$ cat src/rtl/core/jtl_pkg.sv
package jtl_pkg;

  // Longest document in bytes; positions count up to this value
  localparam int unsigned MAX_DOC_LEN = 65536;
  localparam int unsigned POS_W       = $clog2(MAX_DOC_LEN + 1);
  localparam int unsigned MAX_RES     = 3;

  typedef enum logic [2:0] {
    PH_FIRST   = 3'd0,
    PH_IDLE    = 3'd1,
    PH_STRING  = 3'd2,
    PH_WORD    = 3'd3,
    PH_NUMBER  = 3'd4,
    PH_DISCARD = 3'd5
  } phase_e;

  typedef enum logic [1:0] {
    EV_TOKEN = 2'd0,
    EV_END   = 2'd1,
    EV_ERROR = 2'd2
  } event_e;

  typedef enum logic [2:0] {
    KIND_BRACKET = 3'd0,
    KIND_COLON   = 3'd1,
    KIND_COMMA   = 3'd2,
    KIND_STRING  = 3'd3,
    KIND_WORD    = 3'd4,
    KIND_NUMBER  = 3'd5
  } kind_e;

  typedef enum logic [2:0] {
    ERR_NONE     = 3'd0,
    ERR_NO_BRACE = 3'd1,
    ERR_BAD_BYTE = 3'd2,
    ERR_OPEN_END = 3'd3,
    ERR_OVERFLOW = 3'd4,
    ERR_TOO_LONG = 3'd5
  } err_e;

  typedef struct packed {
    event_e      ev;
    kind_e       kind;
    logic [7:0]  lead;
    logic [15:0] start_pos;
    logic [15:0] len;
    logic [63:0] value;
    err_e        err;
    logic        last;
  } res_t;

  // Results caused by one beat, valid entries from index 0 up
  typedef struct packed {
    res_t [MAX_RES-1:0] items;
    logic [1:0]         n;
  } step_t;

  function automatic res_t mk_res(event_e ev, kind_e kind, logic [7:0] lead,
                                  logic [15:0] start_pos, logic [15:0] len,
                                  logic [63:0] value, err_e err);
    res_t r;
    r.ev        = ev;
    r.kind      = kind;
    r.lead      = lead;
    r.start_pos = start_pos;
    r.len       = len;
    r.value     = value;
    r.err       = err;
    r.last      = 1'b0;
    return r;
  endfunction

  // Letters of true, null, false by word id and letter index
  function automatic logic [7:0] word_char(logic [1:0] id, logic [2:0] k);
    logic [7:0] c;
    c = 8'h00;
    case (id)
      2'd0: begin
        case (k)
          3'd0: c = "t";
          3'd1: c = "r";
          3'd2: c = "u";
          3'd3: c = "e";
          default: c = 8'h00;
        endcase
      end
      2'd1: begin
        case (k)
          3'd0: c = "n";
          3'd1: c = "u";
          3'd2: c = "l";
          3'd3: c = "l";
          default: c = 8'h00;
        endcase
      end
      2'd2: begin
        case (k)
          3'd0: c = "f";
          3'd1: c = "a";
          3'd2: c = "l";
          3'd3: c = "s";
          3'd4: c = "e";
          default: c = 8'h00;
        endcase
      end
      default: c = 8'h00;
    endcase
    return c;
  endfunction

  function automatic logic [2:0] word_len(logic [1:0] id);
    logic [2:0] l;
    case (id)
      2'd0:    l = 3'd4;
      2'd1:    l = 3'd4;
      2'd2:    l = 3'd5;
      default: l = 3'd0;
    endcase
    return l;
  endfunction

endpackage

$ cat src/rtl/core/json_token_lexer.sv
// The first result of a byte is offered in the cycle after its beat is taken.
// Throughput: one byte per cycle while each byte yields at most one result and the
// result port is ready; a byte yielding more results (at most three) holds the input
// until the single result port has drained the three-entry result register.
// Reset (rst_ni low, asynchronous): lexer waits for an opening brace at position
// zero and the result register is emptied.
module json_token_lexer (
  input  logic          clk_i,
  input  logic          rst_ni,
  input  logic          s_axis_tvalid_i,
  output logic          s_axis_tready_o,
  input  logic [7:0]    s_axis_tdata_i,   // [7:0] in_byte
  input  logic          s_axis_tlast_i,   // last
  output logic          m_axis_tvalid_o,
  input  logic          m_axis_tready_i,
  // [7:0] lead_char, [23:8] start_pos, [39:24] token_len, [103:40] number_value,
  // [106:104] error_code, [111:107] zero
  output logic [111:0]  m_axis_tdata_o,
  output logic [4:0]    m_axis_tuser_o,   // [1:0] event_res, [4:2] kind
  output logic          m_axis_tlast_o    // last_result
);

  jtl_pkg::step_t step;
  jtl_pkg::res_t  head;
  logic           can_load;
  logic           fire;

  assign s_axis_tready_o = can_load;
  assign fire            = s_axis_tvalid_i && can_load;

  jtl_core u_core (
    .clk_i  (clk_i),
    .rst_ni (rst_ni),
    .fire_i (fire),
    .byte_i (s_axis_tdata_i),
    .last_i (s_axis_tlast_i),
    .step_o (step)
  );

  jtl_outbuf u_outbuf (
    .clk_i       (clk_i),
    .rst_ni      (rst_ni),
    .load_i      (fire),
    .step_i      (step),
    .pop_ready_i (m_axis_tready_i),
    .can_load_o  (can_load),
    .valid_o     (m_axis_tvalid_o),
    .head_o      (head)
  );

  // pack the head result onto the output beat
  assign m_axis_tdata_o = {5'd0, head.err, head.value, head.len, head.start_pos,
                           head.lead};
  assign m_axis_tuser_o = {head.kind, head.ev};
  assign m_axis_tlast_o = head.last;

endmodule

$ cat src/rtl/core/jtl_core.sv
module jtl_core (
  input  logic            clk_i,
  input  logic            rst_ni,
  input  logic            fire_i,
  input  logic [7:0]      byte_i,
  input  logic            last_i,
  output jtl_pkg::step_t  step_o
);

  jtl_pkg::phase_e              phase_q, phase_d;
  logic [2:0]                   wprog_q, wprog_d;
  logic [1:0]                   wid_q, wid_d;
  logic [jtl_pkg::POS_W-1:0]    pos_q, pos_d;
  logic [15:0]                  tok_q, tok_d;
  logic [63:0]                  mag_q, mag_d;
  logic                         neg_q, neg_d;
  logic                         seen_q, seen_d;
  logic [7:0]                   lead_q, lead_d;

  jtl_pkg::res_t [jtl_pkg::MAX_RES-1:0] items;
  logic [1:0]                   n;
  logic                         failed;
  logic                         lex_idle;
  jtl_pkg::err_e                err_code;
  logic [15:0]                  pos16;
  logic [jtl_pkg::POS_W-1:0]    pos_inc;
  logic                         is_digit;
  logic [3:0]                   digit;
  logic [67:0]                  cand;
  logic [67:0]                  limit;
  logic [63:0]                  num_q_val;
  logic [63:0]                  num_d_val;

  assign pos16    = pos_q[15:0];
  assign pos_inc  = pos_q + 1'b1;
  assign is_digit = (byte_i >= "0") && (byte_i <= "9");
  assign digit    = 4'(byte_i - "0");

  // mag*10 + d, compared against the signed range for the current sign
  assign cand  = {1'b0, mag_q, 3'b000} + {3'b000, mag_q, 1'b0} + {64'd0, digit};
  assign limit = neg_q ? (68'd1 << 63) : ((68'd1 << 63) - 68'd1);

  assign num_q_val = neg_q ? (64'd0 - mag_q) : mag_q;
  assign num_d_val = neg_d ? (64'd0 - mag_d) : mag_d;

  // One byte of lexing
  always_comb begin
    phase_d  = phase_q;
    wprog_d  = wprog_q;
    wid_d    = wid_q;
    pos_d    = pos_q;
    tok_d    = tok_q;
    mag_d    = mag_q;
    neg_d    = neg_q;
    seen_d   = seen_q;
    lead_d   = lead_q;
    items    = '0;
    n        = 2'd0;
    failed   = 1'b0;
    lex_idle = 1'b0;
    err_code = jtl_pkg::ERR_NONE;

    if (fire_i) begin
      if (phase_q == jtl_pkg::PH_DISCARD) begin
        if (last_i) begin
          phase_d = jtl_pkg::PH_FIRST;
          wprog_d = 3'd0;
          wid_d   = 2'd0;
          pos_d   = '0;
          tok_d   = 16'd0;
          mag_d   = 64'd0;
          neg_d   = 1'b0;
          seen_d  = 1'b0;
          lead_d  = 8'd0;
        end
      end else begin
        if (pos_q >= jtl_pkg::POS_W'(jtl_pkg::MAX_DOC_LEN)) begin
          failed   = 1'b1;
          err_code = jtl_pkg::ERR_TOO_LONG;
        end else begin
          case (phase_q)
            jtl_pkg::PH_FIRST: begin
              if (byte_i != "{") begin
                failed   = 1'b1;
                err_code = jtl_pkg::ERR_NO_BRACE;
              end else begin
                items[n] = jtl_pkg::mk_res(jtl_pkg::EV_TOKEN, jtl_pkg::KIND_BRACKET,
                                           byte_i, pos16, 16'd1, 64'd0, jtl_pkg::ERR_NONE);
                n = n + 2'd1;
                phase_d = jtl_pkg::PH_IDLE;
              end
            end
            jtl_pkg::PH_STRING: begin
              if (byte_i == "\"") begin
                items[n] = jtl_pkg::mk_res(jtl_pkg::EV_TOKEN, jtl_pkg::KIND_STRING,
                                           8'h22, tok_q, pos16 - tok_q, 64'd0,
                                           jtl_pkg::ERR_NONE);
                n = n + 2'd1;
                phase_d = jtl_pkg::PH_IDLE;
              end
            end
            jtl_pkg::PH_WORD: begin
              if ((wprog_q >= jtl_pkg::word_len(wid_q)) ||
                  (jtl_pkg::word_char(wid_q, wprog_q) != byte_i)) begin
                failed   = 1'b1;
                err_code = jtl_pkg::ERR_BAD_BYTE;
              end else begin
                wprog_d = wprog_q + 3'd1;
                if (wprog_d == jtl_pkg::word_len(wid_q)) begin
                  items[n] = jtl_pkg::mk_res(jtl_pkg::EV_TOKEN, jtl_pkg::KIND_WORD,
                                             jtl_pkg::word_char(wid_q, 3'd0), tok_q,
                                             {13'd0, jtl_pkg::word_len(wid_q)}, 64'd0,
                                             jtl_pkg::ERR_NONE);
                  n = n + 2'd1;
                  phase_d = jtl_pkg::PH_IDLE;
                end
              end
            end
            jtl_pkg::PH_NUMBER: begin
              if (is_digit) begin
                if (cand > limit) begin
                  failed   = 1'b1;
                  err_code = jtl_pkg::ERR_OVERFLOW;
                end else begin
                  mag_d  = cand[63:0];
                  seen_d = 1'b1;
                end
              end else if (!seen_q) begin
                failed   = 1'b1;
                err_code = jtl_pkg::ERR_BAD_BYTE;
              end else begin
                // number closes, then this byte is lexed on its own
                items[n] = jtl_pkg::mk_res(jtl_pkg::EV_TOKEN, jtl_pkg::KIND_NUMBER,
                                           lead_q, tok_q, pos16 - tok_q, num_q_val,
                                           jtl_pkg::ERR_NONE);
                n = n + 2'd1;
                phase_d  = jtl_pkg::PH_IDLE;
                lex_idle = 1'b1;
              end
            end
            default: lex_idle = 1'b1;
          endcase
        end

        // Byte between tokens
        if (lex_idle) begin
          case (byte_i)
            "{", "}", "[", "]": begin
              items[n] = jtl_pkg::mk_res(jtl_pkg::EV_TOKEN, jtl_pkg::KIND_BRACKET,
                                         byte_i, pos16, 16'd1, 64'd0, jtl_pkg::ERR_NONE);
              n = n + 2'd1;
            end
            ":": begin
              items[n] = jtl_pkg::mk_res(jtl_pkg::EV_TOKEN, jtl_pkg::KIND_COLON,
                                         byte_i, pos16, 16'd1, 64'd0, jtl_pkg::ERR_NONE);
              n = n + 2'd1;
            end
            ",": begin
              items[n] = jtl_pkg::mk_res(jtl_pkg::EV_TOKEN, jtl_pkg::KIND_COMMA,
                                         byte_i, pos16, 16'd1, 64'd0, jtl_pkg::ERR_NONE);
              n = n + 2'd1;
            end
            "\"": begin
              tok_d   = pos_inc[15:0];
              phase_d = jtl_pkg::PH_STRING;
            end
            "t", "n", "f": begin
              wid_d   = (byte_i == "t") ? 2'd0 : ((byte_i == "n") ? 2'd1 : 2'd2);
              wprog_d = 3'd1;
              tok_d   = pos16;
              phase_d = jtl_pkg::PH_WORD;
            end
            "-", "+": begin
              neg_d   = (byte_i == "-");
              mag_d   = 64'd0;
              seen_d  = 1'b0;
              tok_d   = pos16;
              lead_d  = byte_i;
              phase_d = jtl_pkg::PH_NUMBER;
            end
            " ", 8'h09, 8'h0a: begin
            end
            default: begin
              if (is_digit) begin
                neg_d   = 1'b0;
                mag_d   = {60'd0, digit};
                seen_d  = 1'b1;
                tok_d   = pos16;
                lead_d  = byte_i;
                phase_d = jtl_pkg::PH_NUMBER;
              end else begin
                failed   = 1'b1;
                err_code = jtl_pkg::ERR_BAD_BYTE;
              end
            end
          endcase
        end

        if (failed) begin
          items[n] = jtl_pkg::mk_res(jtl_pkg::EV_ERROR, jtl_pkg::KIND_BRACKET, 8'd0,
                                     pos16, 16'd0, 64'd0, err_code);
          n = n + 2'd1;
          phase_d = jtl_pkg::PH_DISCARD;
        end else if (last_i) begin
          if ((phase_d == jtl_pkg::PH_STRING) || (phase_d == jtl_pkg::PH_WORD) ||
              ((phase_d == jtl_pkg::PH_NUMBER) && !seen_d)) begin
            items[n] = jtl_pkg::mk_res(jtl_pkg::EV_ERROR, jtl_pkg::KIND_BRACKET, 8'd0,
                                       pos16, 16'd0, 64'd0, jtl_pkg::ERR_OPEN_END);
            n = n + 2'd1;
          end else begin
            if (phase_d == jtl_pkg::PH_NUMBER) begin
              items[n] = jtl_pkg::mk_res(jtl_pkg::EV_TOKEN, jtl_pkg::KIND_NUMBER,
                                         lead_d, tok_d, pos_inc[15:0] - tok_d,
                                         num_d_val, jtl_pkg::ERR_NONE);
              n = n + 2'd1;
            end
            items[n] = jtl_pkg::mk_res(jtl_pkg::EV_END, jtl_pkg::KIND_BRACKET, 8'd0,
                                       16'd0, 16'd0, 64'd0, jtl_pkg::ERR_NONE);
            n = n + 2'd1;
          end
        end else begin
          pos_d = pos_inc;
        end

        // a last byte always starts the next document afresh
        if (last_i) begin
          phase_d = jtl_pkg::PH_FIRST;
          wprog_d = 3'd0;
          wid_d   = 2'd0;
          pos_d   = '0;
          tok_d   = 16'd0;
          mag_d   = 64'd0;
          neg_d   = 1'b0;
          seen_d  = 1'b0;
          lead_d  = 8'd0;
        end
      end
    end

    // flag the final result of this beat
    for (int i = 0; i < jtl_pkg::MAX_RES; i++) begin
      items[i].last = (n != 2'd0) && (2'(i) == (n - 2'd1));
    end
  end

  assign step_o.items = items;
  assign step_o.n     = n;

  // Lexer state
  always_ff @(posedge clk_i or negedge rst_ni) begin
    if (!rst_ni) begin
      phase_q <= jtl_pkg::PH_FIRST;
      wprog_q <= 3'd0;
      wid_q   <= 2'd0;
      pos_q   <= '0;
      tok_q   <= 16'd0;
      mag_q   <= 64'd0;
      neg_q   <= 1'b0;
      seen_q  <= 1'b0;
      lead_q  <= 8'd0;
    end else begin
      phase_q <= phase_d;
      wprog_q <= wprog_d;
      wid_q   <= wid_d;
      pos_q   <= pos_d;
      tok_q   <= tok_d;
      mag_q   <= mag_d;
      neg_q   <= neg_d;
      seen_q  <= seen_d;
      lead_q  <= lead_d;
    end
  end

endmodule

$ cat src/rtl/core/jtl_outbuf.sv
module jtl_outbuf (
  input  logic            clk_i,
  input  logic            rst_ni,
  input  logic            load_i,
  input  jtl_pkg::step_t  step_i,
  input  logic            pop_ready_i,
  output logic            can_load_o,
  output logic            valid_o,
  output jtl_pkg::res_t   head_o
);

  jtl_pkg::res_t [jtl_pkg::MAX_RES-1:0] slot_q, slot_d;
  logic [1:0]                           cnt_q, cnt_d;
  logic                                 pop;

  assign valid_o    = (cnt_q != 2'd0);
  assign head_o     = slot_q[0];
  assign pop        = valid_o && pop_ready_i;
  // take a new beat when the buffer is empty or drains this cycle
  assign can_load_o = (cnt_q == 2'd0) || ((cnt_q == 2'd1) && pop_ready_i);

  // load a beat's results or shift one out
  always_comb begin
    slot_d = slot_q;
    cnt_d  = cnt_q;
    if (load_i) begin
      slot_d = step_i.items;
      cnt_d  = step_i.n;
    end else if (pop) begin
      slot_d[0] = slot_q[1];
      slot_d[1] = slot_q[2];
      cnt_d     = cnt_q - 2'd1;
    end
  end

  always_ff @(posedge clk_i or negedge rst_ni) begin
    if (!rst_ni) begin
      cnt_q <= 2'd0;
    end else begin
      cnt_q <= cnt_d;
    end
  end

  always_ff @(posedge clk_i) begin
    slot_q <= slot_d;
  end

endmodule
$ cat config.mk
export PLATFORM = sky130hd
export DESIGN_NAME = json_token_lexer
export DESIGN_NICKNAME = d
export VERILOG_FILES = /design/src/rtl/core/jtl_pkg.sv /design/src/rtl/core/json_token_lexer.sv /design/src/rtl/core/jtl_core.sv /design/src/rtl/core/jtl_outbuf.sv
export SDC_FILE = /design/constraint.sdc
export NUM_CORES = 1
export LEC_CHECK = 0
export BUFFER_PORTS_ARGS = -buffer_cell sky130_fd_sc_hd__buf_2
export CAP_MARGIN = 20
export CORE_MARGIN = 2
export CORE_UTILIZATION = 50
export DETAILED_ROUTE_END_ITERATION = 10
export GPL_ROUTABILITY_DRIVEN = 0
export PLACE_DENSITY = 0.67
export SYNTH_ARGS = -nofsm -noshare
export SYNTH_HDL_FRONTEND = slang
export SYNTH_HIERARCHICAL = 1
export SYNTH_SLANG_ARGS = --single-unit
export TNS_END_PERCENT = 50
$ cat constraint.sdc
create_clock -name clk_i -period 11.25 [get_ports clk_i]
set_input_delay 0.5625 -clock clk_i [delete_from_list [all_inputs] [get_ports clk_i]]
set_output_delay 0.5625 -clock clk_i [all_outputs]
set_load 0.01 [all_outputs]
==> metrics, run 1 <==
Clk network pwr share 25.2%; power density cells 198 nW/um^2; Mapped Cells 3591; Final Power around 7400 uW; register area share after synthesis a little under two fifths; Port-buffer cells 127; Worst VDD drop 0.201 mV; Layout area overhead 5.11%; Worst Path Required 11760 ps; Max Fanout on Critical Path 18; combinational share of power 37.8%; leading cell types in the layout, fill and taps excluded nor2_1 (342), edfxtp_1 (339), nand2_1 (270); mux cell area share after synthesis 9.45%; CP Launch Type register; register share of total power 37.0%; drt pass-1 iters 6; Synth Area in Simple Gates roughly 14%; Reg area 13100 sq um; # Max-Cap Violations 0; HP Class in -> async; H-tree levels 2; CTS Root Cell clkbuf_16; vias per cell 6.18; Pleak 0.0159 uW; Max-slew headroom 20.5%; Fmax 102 MHz; final WL 100 mm; complex-gate fraction of the synthesized area 16.9%; first-pass GRT wire length 155 mm; die height 270 microns; Max stage delay on crit path 930 ps; pre-CTS WS 1530 ps; die width 270 microns; DRC 0; Final min period between 9000 and 10000 ps; Final Slew Violations 0; grt ovf 0; area of the die 72800 sq um; Worst Tran Pin Value 1180 ps; Rows 97; post-cts sizing count 0; number of global-route vias before repair 25800; final core occ 53.0%; unrepaired setup endpoints after global routing false; Setup Viol. Count Final 0; distinct cell type count after synthesis 116; clk buf depth 3; Worst-Skew Late Latency around 650 ps; Final period util 87.4%; Ports 133; Final Skew 57.7 ps; Pint approximately 4700 uW; adder-cell share of the synthesized area 8.94%; EDFF count, synth approximately 340; Setup TNS 0 ps; mapped cell area around 35000 sq um; warnings from Yosys 6; FF+latch count, synth 456; Num CTS Buffers 53; post-synthesis xor/xnor area fraction 4.34%; antenna violations before repair 6; Detailed Place HPWL 71.7 mm; cts hold-fix bufs 0; TritonCTS clock tree done; switching pwr ~2700 uW; CTS sink count approximately 460; DR vias 27800; core area 70000 sq um; fraction of registers with async set/reset 25.7%; CP endpoint kind register; crit path DAT 10340 ps; ratio of cells with drive above 1 in the final layout 15.7%; Final WS setup 1420 ps; area of the multi-input gates a little under 20000 sq um; total global-route track usage between 20% and 30%; most common cell after layout, fill and taps aside nor2_1; largest net degree at the start of global routing 154; Clk pin slew, worst setup/hold paths 60 ps; First DRT Iteration DRCs between 3000 and 4000; Nets roughly 3800; sw frac a little over a third; Initial Util slightly above 50%; Setup CP Type reg -> reg; ys flop type edfxtp_1; DR WL/cell 22.3 microns; Routed Antenna Nets 0; post-CTS setup buffers 0; Filler cells 6263; Final Hold Fails 0; status completed; syn avg cell area 9.83 sq um; highest-delay cell along the critical path nand2_1; main combinational cell family by area after synthesis compound AO/OA/AOI/OAI gates
-- cells by family (layout without fill, tap and decap cells) --
family,count (synthesis),in the layout
XOR/XNOR,175,175
flip-flops,456,456
AO/OA/AOI/OAI,909,909
other,2,135
multiplexers,235,235
AND/OR/NAND/NOR,1021,1021
buffers and inverters,543,377
adder cells (fa/ha/maj),250,250
-- sequential cells by signal (all words and copies together) (netlist names) --
register and cells:
u_core/tok_q 16, u_core/phase_q 3, u_core/neg_q 1, u_core/lead_q 8, u_core/wid_q 2, u_core/seen_q 1
u_outbuf/cnt_q 2, u_core/pos_q 17, u_core/wprog_q 3, u_outbuf/head_o 113, u_outbuf/slot_q 226, u_core/mag_q 64
-- area by class of cell --
class                           count  area share [%]
Inverter                          108            1.10
Multi-Input combinational cell   2724            52.6
Clock buffer                       67            3.80
Clock inverter                     33            1.26
Tap cell                          940            3.17
Sequential cell                   456            35.3
Timing Repair Buffer              169            2.74
Antenna cell                        1         0.00674
-- power groups by stage --
| stage | clock [uW] | sequential [uW] | combinational, uW |
|---|---|---|---|
| finish | 1860 | 2720 | 2780 |
| global route | 1960 | 2770 | 2950 |
| CTS | 1890 | 2730 | 2710 |
| detailed placement | 0 | 2750 | 2700 |
| global placement | 0 | 2740 | 2680 |
| floorplan | 0 | 2700 | 2200 |
-- cell usage after synthesis, drive strengths merged (77+ instances only) --
cell      n  area (sq um)
inv     106           398
xnor2    83           727
buf     322          2390
nand2   271          1020
clkbuf  113           425
ha      246          3080
o21ai   260          1310
mux2    228          3270
a22o     77           674
a21oi   206          1040
xor2     92           806
edfxtp  339         10200
nor2    346          1310
dfrtp   117          2930
-- final timing paths --
| check | cells past startpoint | slack (ps) | start | endpoint |
|---|---|---|---|---|
| min in group clk_i | 3 | 320 | m_axis_tready_i | u_outbuf/cnt_q[1] |
| setup reg to reg | 29 | 1420 | u_core/mag_q[35] | u_outbuf/head_o[109] |
| max in group asynchronous | 2 | 9720 | rst_ni | u_core/tok_q[6] |
| hold / removal | 1 | 7 | rst_ni | u_core/mag_q[30] |
| setup / recovery | 29 | 1420 | u_core/mag_q[35] | u_outbuf/head_o[109] |
| hold reg to reg | 2 | 510 | u_core/lead_q[2] | u_core/lead_q[2] |
-- stage by stage --
stage                     cells  hold WS [ps]  instance area [sq um]
after global placement     4395           492                  35200
after detailed placement   4395           498                  35200
after global routing       4497          43.5                  37100
after floorplan            3723           267                  35800
final                      4498          7.44                  37100
after CTS                  4495          13.7                  37100
-- worst max-delay path: cells and delay by family (launching register included) --
kind                       cells  cell delay (ps)
AOI/OAI and AO/OA             11             2890
xor gates and xnor gates       1              220
and+or+nand+nor               12             4550
DFF                            1              480
buffers and inverters          1              280
adders and majority gates      3             1020
muxes                          1              240
-- layer usage --
layer	track usage [%]	share of wire, %	vias up
met5	0	0.069	-
met4	6.61	2.4	10
met3	6.53	11	191
met2	38.2	41	1453
met1	40.7	46	13400
li1	-	-	12700
Power figures use the tool's default switching activity.
==> run 2, diff against run 1 <==
Settings changed: CORE_MARGIN 2 to not set, PLACE_DENSITY 0.67 to 0.65.
==> run 2 against run 1 <==
Net effect:
- utilization barely moved
- global-route usage grew 0.23 points
- power decreased by 1.1%
- via count down 1.7%
- final area down 0.12%
- critical endpoint is now u_outbuf/head_o[37]
==> metrics, run 2 (synthesis gave the netlist of run 1 again) <==
area of the multi-input gates 19500 sq um; Fmax around 100 MHz; Final Power 7280 uW; post-cts sizing count 0; Pleak around 0.016 uW; core area 69900 sq um; CTS Root Cell clkbuf_16; Ports 133; DR vias 27300; Worst VDD drop between 0.1 and 0.15 mV; power density cells around 200 nW/um^2; # Max-Cap Violations 0; Worst Tran Pin Value ~1100 ps; register share of total power a little under two fifths; Worst Path Required 11630 ps; Setup CP Type reg -> reg; Port-buffer cells approximately 130; Setup Viol. Count Final 0; clk buf depth 3; vias per cell around 6.1; most common cell after layout, fill and taps aside nor2_1; DR WL/cell 21.9 microns; total global-route track usage 27.1%; unrepaired setup endpoints after global routing false; uppermost layer routed met5; CTS sink count ~460; final WL ~100 mm; Num CTS Buffers 52; Routed Antenna Nets 0; status completed; DRC 0; die width 268 microns; Final Slew Violations 0; Final Skew 35.4 ps; drt pass-1 iters 6; wire length on met1 about 44 mm; switching pwr 2610 uW; CP Launch Type register; First DRT Iteration DRCs 3249; Final Hold Fails 0; Worst-Skew Late Latency 630 ps; Final min period between 9000 and 10000 ps; H-tree levels 2; crit path DAT 10260 ps; number of global-route vias before repair about 25000; die height ~270 microns; Nets 3785; Max stage delay on crit path 710 ps; Pint 4670 uW; Detailed Place HPWL between 70 and 80 mm; Filler cells 6375; CP endpoint kind register; largest net degree at the start of global routing 70; most flop-heavy register u_outbuf/slot_q; combinational share of power 37.7%; TritonCTS clock tree done; Max-slew headroom 28.4%; Largest register FFs 226; met3 wire length 9.30 mm; Clk network pwr share between 20% and 30%; area of the die about 72000 sq um; first-pass GRT wire length 151 mm; Final Non-Filler Cells 4506; antenna violations before repair 6; highest-delay cell along the critical path or2_2; Layout area overhead 4.99%; Final period util slightly below 90%; ratio of cells with drive above 1 in the final layout 15.8%; Reg area 13100 sq um; Placed Cells incl. Taps 4406; Clk pin slew, worst setup/hold paths 60 ps; HP Class in -> reg; grt ovf 0; Setup TNS 0 ps; Max Fanout on Critical Path 22; n_diodes 0; Rows 97; DR WL met2 roughly 41 mm; leading cell types in the layout, fill and taps excluded nor2_1 (342), edfxtp_1 (339), nand2_1 (270); CP most frequent cell a21oi_1; sw frac 35.9%; Initial Util between 50% and 60%
[run 2: per-stage QoR]
stage | setup slack, ps | hold WS (ps) | area, sq um | utilization [%]
finish | 1370 | 356 | 37100 | 53.0
global placement | 1500 | 504 | 35200 | 50.4
global route | 781 | 353 | 37100 | 53.0
CTS | 1430 | 329 | 37100 | 53.0
detailed placement | 1170 | 507 | 35200 | 50.4
floorplan | 3510 | 267 | 35800 | -
[run 2: cell type report]
cell class | instances | share of cell area (%)
clock inverter | 32 | 1.01
tap | 940 | 3.17
sequential | 456 | 35.4
multi-input combinational | 2724 | 52.6
inverter | 108 | 1.10
timing repair buffer | 180 | 2.83
clock buffer | 66 | 3.87
[run 2: worst max-delay path, delay by kind of cell, from the launching register on]
family / cells / cell delay [ps]
buf+inv: 1 / 330
flops: 1 / 510
mux: 1 / 290
fa+ha+maj: 3 / 1100
compound gates: 14 / 3880
simple gates: 9 / 3290
xor+xnor: 1 / 200
[run 2: path summary, 6_finish.rpt]
kind	slack, ps	startpoint	endpoint	cells after the start
worst min-delay path	360	m_axis_tready_i	u_outbuf/cnt_q[1]	3
worst max-delay path	1370	u_core/mag_q[0]	u_outbuf/head_o[37]	29
worst max register to register	1370	u_core/mag_q[0]	u_outbuf/head_o[37]	29
min in group asynchronous	470	rst_ni	u_core/tok_q[14]	2
max in group asynchronous	9500	rst_ni	u_core/neg_q	3
worst min register to register	520	u_core/lead_q[3]	u_core/lead_q[3]	2
[run 2: what timing repair did]
action / CTS / global route
hold buffers: 1 / 0
hold endpoints to repair: 33 / 0
buffers inserted: 0 / 0
[run 2: power by group through the flow]
stage               logic [uW]  clock network [uW]  registers (uW)
floorplan                 2200                   0            2700
global placement          2680                   0            2760
detailed placement        2690                   0            2760
CTS                       2710                1850            2730
global route              2940                1910            2780
finish                    2750                1810            2720
[run 2: per-layer routing]
metal	vias up	GRT usage (%)
met1	13100	39.6
met2	1285	39.6
met3	220	5.42
li1	12700	-
met4	4	9.70
met5	-	0
